$ cat config.mk
export PLATFORM = sky130hd
export DESIGN_NAME = rgbhe_lane
export DESIGN_NICKNAME = d
export VERILOG_FILES = /design/src/design/rgb_histogram_equalizer_top_defines.svh /design/src/design/rgbhe_pkg.sv /design/src/design/rgbhe_lane.sv
export SDC_FILE = /design/constraint.sdc
export NUM_CORES = 2
export LEC_CHECK = 0
export BUFFER_PORTS_ARGS = -buffer_cell sky130_fd_sc_hd__buf_2
export CORE_AREA = 5 5 503 505
export DETAILED_ROUTE_END_ITERATION = 6
export DIE_AREA = 0 0 508 510
export PLACE_DENSITY = 0.56
export SLEW_MARGIN = 20
export SYNTH_ARGS = -nofsm -noshare
export SYNTH_HDL_FRONTEND = slang
export SYNTH_SLANG_ARGS = --single-unit
$ cat constraint.sdc
create_clock -name clk -period 5.58 [get_ports clk]
set_input_delay 0.837 -clock clk [delete_from_list [all_inputs] [get_ports clk]]
set_output_delay 0.837 -clock clk [all_outputs]
set_load 0.1 [all_outputs]
$ cat src/design/rgb_histogram_equalizer_top_defines.svh
// assertion macros for the rgb histogram equalizer top level
// depends on nothing; included by rgb_histogram_equalizer_top.sv
`ifndef RGB_HISTOGRAM_EQUALIZER_TOP_DEFINES_SVH
`define RGB_HISTOGRAM_EQUALIZER_TOP_DEFINES_SVH

// same-cycle implication
`define RGBHE_ASSERT_IMP(lbl, clk, rstn, ante, cons, msg) \
  lbl: assert property (@(posedge clk) disable iff (!rstn) (ante) |-> (cons)) else $error(msg);

// next-cycle implication
`define RGBHE_ASSERT_NXT(lbl, clk, rstn, ante, cons, msg) \
  lbl: assert property (@(posedge clk) disable iff (!rstn) (ante) |=> (cons)) else $error(msg);

// condition that must never hold
`define RGBHE_ASSERT_NEVER(lbl, clk, rstn, cond, msg) \
  lbl: assert property (@(posedge clk) disable iff (!rstn) !(cond)) else $error(msg);

`endif

$ cat src/design/rgbhe_pkg.sv
// shared types and constants of the rgb histogram equalizer
// no dependencies
package rgbhe_pkg;

  localparam int NUM_BINS = 256;
  localparam int BIN_W    = 8;
  localparam int COUNT_W  = 23;

  typedef enum logic [2:0] {
    CMD_CLEAR = 3'd0,
    CMD_COUNT = 3'd1,
    CMD_BUILD = 3'd2,
    CMD_MAP   = 3'd3,
    CMD_READ  = 3'd4
  } cmd_t;

  typedef enum logic [2:0] {
    S_IDLE,
    S_RD,
    S_USE,
    S_B_RD,
    S_B_ACC,
    S_B_SET
  } state_t;

  typedef struct packed {
    logic [2:0]       cmd;
    logic [BIN_W-1:0] pix_blue;
    logic [BIN_W-1:0] pix_green;
    logic [BIN_W-1:0] pix_red;
    logic [BIN_W-1:0] bin_index;
  } in_t;

  typedef struct packed {
    logic               result_kind;
    logic [BIN_W-1:0]   eq_blue;
    logic [BIN_W-1:0]   eq_green;
    logic [BIN_W-1:0]   eq_red;
    logic [COUNT_W-1:0] count_red;
    logic [COUNT_W-1:0] count_green;
    logic [COUNT_W-1:0] count_blue;
    logic [COUNT_W-1:0] count_gray;
  } out_t;

  typedef struct packed {
    logic start;
    logic acc;
    logic step;
    logic wr;
  } lane_ctl_t;

endpackage

$ cat src/design/rgbhe_lane.sv
// one color lane: cumulative sum, incremental quotient search and map memory
// depends on rgbhe_pkg
module rgbhe_lane #(
  parameter int CW = 23
) (
  input  logic                         clk,
  input  logic                         rst_n,
  input  rgbhe_pkg::lane_ctl_t         ctl,
  input  logic [CW-1:0]                total,
  input  logic [CW-1:0]                hist_data,
  input  logic [rgbhe_pkg::BIN_W-1:0]  bin,
  input  logic                         map_rd_en,
  input  logic [rgbhe_pkg::BIN_W-1:0]  map_rd_addr,
  output logic [rgbhe_pkg::BIN_W-1:0]  map_rd_data,
  output logic                         busy
);

  localparam int NW = CW + 10;

  logic [rgbhe_pkg::BIN_W-1:0] q_r;
  logic [NW-1:0]               num_r;
  logic [NW-1:0]               thr_r;
  logic                        nz_r;
  logic [NW-1:0]               dvs;
  logic [NW-1:0]               h_ext;
  logic [rgbhe_pkg::BIN_W-1:0] map_mem [rgbhe_pkg::NUM_BINS];
  logic [rgbhe_pkg::BIN_W-1:0] map_q_r;

  assign dvs   = NW'(total) << 1;
  assign h_ext = NW'(hist_data);

  // num holds 510*cum + total, thr holds 2*total*(q+1)
  assign busy = nz_r && (q_r != '1) && (thr_r <= num_r);

  always_ff @(posedge clk) begin
    if (!rst_n) begin
      q_r   <= '0;
      num_r <= '0;
      thr_r <= '0;
      nz_r  <= 1'b0;
    end else if (ctl.start) begin
      q_r   <= '0;
      num_r <= NW'(total);
      thr_r <= dvs;
      nz_r  <= |total;
    end else if (ctl.acc) begin
      num_r <= num_r + (h_ext << 9) - (h_ext << 1);
    end else if (ctl.step && busy) begin
      q_r   <= q_r + 1'b1;
      thr_r <= thr_r + dvs;
    end
  end

  always_ff @(posedge clk) begin
    if (ctl.wr) begin
      map_mem[bin] <= q_r;
    end
    if (map_rd_en) begin
      map_q_r <= map_mem[map_rd_addr];
    end
  end

  assign map_rd_data = map_q_r;

endmodule
==> results.cfg <==
[layout]
area_growth_pct = 13.74
fin_nets = 4522
final_area_sq_um = 98090
layout-drive-gt1-share = 0.2614
fin_cells = 7849

[synth]
ys_seq_elements = 2130
synth_area_leaders = edfxtp_1, mux4_2, dfxtp_1
syn_area_sq_um = 86240
synthArstFlopShare = 0
synthCells = 4165
synth_cell_types = 61
post-synth-top-area-cell = edfxtp_1
yosysMostFrequentCell = edfxtp_1
synth_nets = 4353
synth_edf_count = 2056
netlist.area_leader.share = 0.7159
syn_area_per_cell_sq_um = 20.71
yosys-top-cells-count = edfxtp_1, mux4_2, nor2_1
synth_warnings = 0
ys_seq_area_frac = 0.7331
synth-main-ff-cell = edfxtp_1

[place]
dp_hpwl_mm = 135.7
dp_cells = 7449
io_buffers = 77
gp_congestion = 0.8223
place_area_sq_um = 91010

[die]
die_w_microns = 508
core_area_sq_um = 247700
die_h_microns = 510
pin_count = 78
rows = 183
die-area_sq_um = 259100
start_util = 0.3481

[grt]
gr-usage-all-layers = 0.1638
grt_max_degree = 101
antenna_found_initial = 20
grt_pass1_vias = 42340
overflow = 0
gr-usage-met1 = 0.2380
grt_util_met2 = 0.2572
grt_pass1_wl_mm = 310.6
grt_busiest_layer = met2
global_route.usage.met3 = 0.02712

[power]
peakVddDrop_uv = 325.6
clockPowerShare = 0.429
p_leak_nw = 33.59
p_int_mw = 26.03
power_density_nw_per_um2 = 339.7
pwr-share-seq = 0.521
combPwrFrac = 0.050
power_switching_share = 0.2188
switchingPower_mw = 7.293

[route]
drc_errors = 0
drtIter0Drc = 4067
drtAntennaViolNets = 0
via_per_inst = 5.332
wl_mm = 213.7
drt-pass1-iter-count = 5
num_vias = 41850
wl_per_cell_microns = 27.23

[min_path]
hold_depth = 3
hold_path_startpoint = total[14]
whs_endpoint = num_r[14]
min_path_type = primary input to register

[timing]
slew_headroom = 0.2617
period_needed_ns = 4.231
fin_crit_sh = 0.7583
rsz0062_at_grt = false
hold_viol = 0
tightest_slew_ns = 1.103
setup_viol_count_final = 0
finClkSkew_ns = 0.08760
slew_violations = 0
max_freq_mhz = 236.3
tns_ns = 0

[setup_path]
endpoint_kind = output port
reg2reg_from = num_r[12]
path_buf_inv = 2
start_kind = register
cp.arrival_ns = 3.39
path_cells = inv_1, ha_1, nand4_1, nor3_1, nand3_1, a21oi_1, and2_1, buf_2
critPathSlowestCell = buf_2
reg2reg_to = num_r[25]
critical_path_class = register to output port
cp_max_fo = 3
crit_path_max_incr_delay_ns = 0.45
regToRegSetupSlack_ns = 1.94
critPathTopFamily = simple AND/OR/NAND/NOR gates
cp.required_ns = 4.74
ff2ff_path_depth = 13

[clock_network]
h-tree-depth = 4
clockRootBuffer = clkbuf_16
clock_path_buffers = 3
cts_tree = done
ctsResizeCount = 0
clk_pin_slew_ns = 0.06
ctsHoldBuffers = 0
clock-sinks = 2130
cts_setup_buffers = 0
worstSkewPairLatency_ns = 0.90
cts_buffers = 212

[run]
maxCapViolations = 0

[outcome]
outcome = finished, final reports clean
power groups by stage:
stage	clock [mW]	sequential, mW	combinational, mW
after floorplan	0	17.7	1.18
after global placement	0	17.7	1.67
after detailed placement	0	17.7	1.67
after CTS	14.6	17.4	1.67
after global routing	15.3	17.4	1.82
final	14.3	17.4	1.65
flip-flops by register name, indices dropped and copies added, names as in the netlist:
name         flops
thr_r           32
map_mem       2048
q_r              8
num_r           33
map_rd_data      8
nz_r             1
final cells by class:
cell class                 count  area [sq um]
clock buffer                 237          5399
sequential                  2130         63250
clock inverter               153          1630
fill                       22040        149700
antenna                        9         22.52
inverter                     119         446.7
tap                         3330          4167
multi-input combinational   1697         21680
timing repair buffer         174          1498
worst max-delay path by stage:
| stage | endpoint | cells past startpoint | from |
|---|---|---|---|
| final | busy | 8 | num_r[30] |
| after global placement | map_rd_data[7] | 7 | map_rd_addr[0] |
| after floorplan | busy | 4 | q_r[2] |
| after detailed placement | map_rd_data[7] | 7 | map_rd_addr[0] |
| after global routing | busy | 8 | num_r[30] |
| after CTS | busy | 8 | num_r[31] |
routing by layer:
metal | vias up | part of all wire
li1 | 17580 | -
met5 | - | 0.000061
met1 | 22600 | 0.44
met3 | 273 | 0.065
met2 | 1395 | 0.47
met4 | 2 | 0.025
cells by family after synthesis:
family,count (synthesis),synth area share
AOI/OAI and AO/OA,272,0.01964
xor gates and xnor gates,54,0.005484
and+or+nand+nor,554,0.02783
adders and majority gates,119,0.01874
buffers and inverters,338,0.01557
DFF,2130,0.7331
muxes,698,0.1797
layout by cell type, fill, tap and decap left out, types with 29 or more instances in the layout:
cell and n:
clkbuf_16 212, a21o_1 29, buf_4 71, clkinv_2 42
nand3_1 36, mux4_2 680, o21ai_0 59, edfxtp_1 2056
a21oi_1 90, xnor2_1 40, nor2_1 323, inv_1 119
buf_2 72, nand2_1 81, ha_1 102, clkinv_1 58
dfxtp_1 66
stage by stage:
stage | worst slack (ns) | hold slack [ns] | total power [mW] | util
floorplan | 0.07830 | 0.4250 | 18.88 | -
global placement | 1.100 | 0.4404 | 19.36 | 0.3673
detailed placement | 1.124 | 0.4682 | 19.37 | 0.3674
CTS | 1.191 | 0.2453 | 33.63 | 0.3957
global route | 1.190 | 0.2933 | 34.45 | 0.3959
finish | 1.349 | 0.3340 | 33.32 | 0.3959
worst min-delay path, stage by stage:
cell and delay (ns):
buf_2 0.14, nand2_1 0.07, a21boi_0 0.06
(Power assumes the default switching activity.)
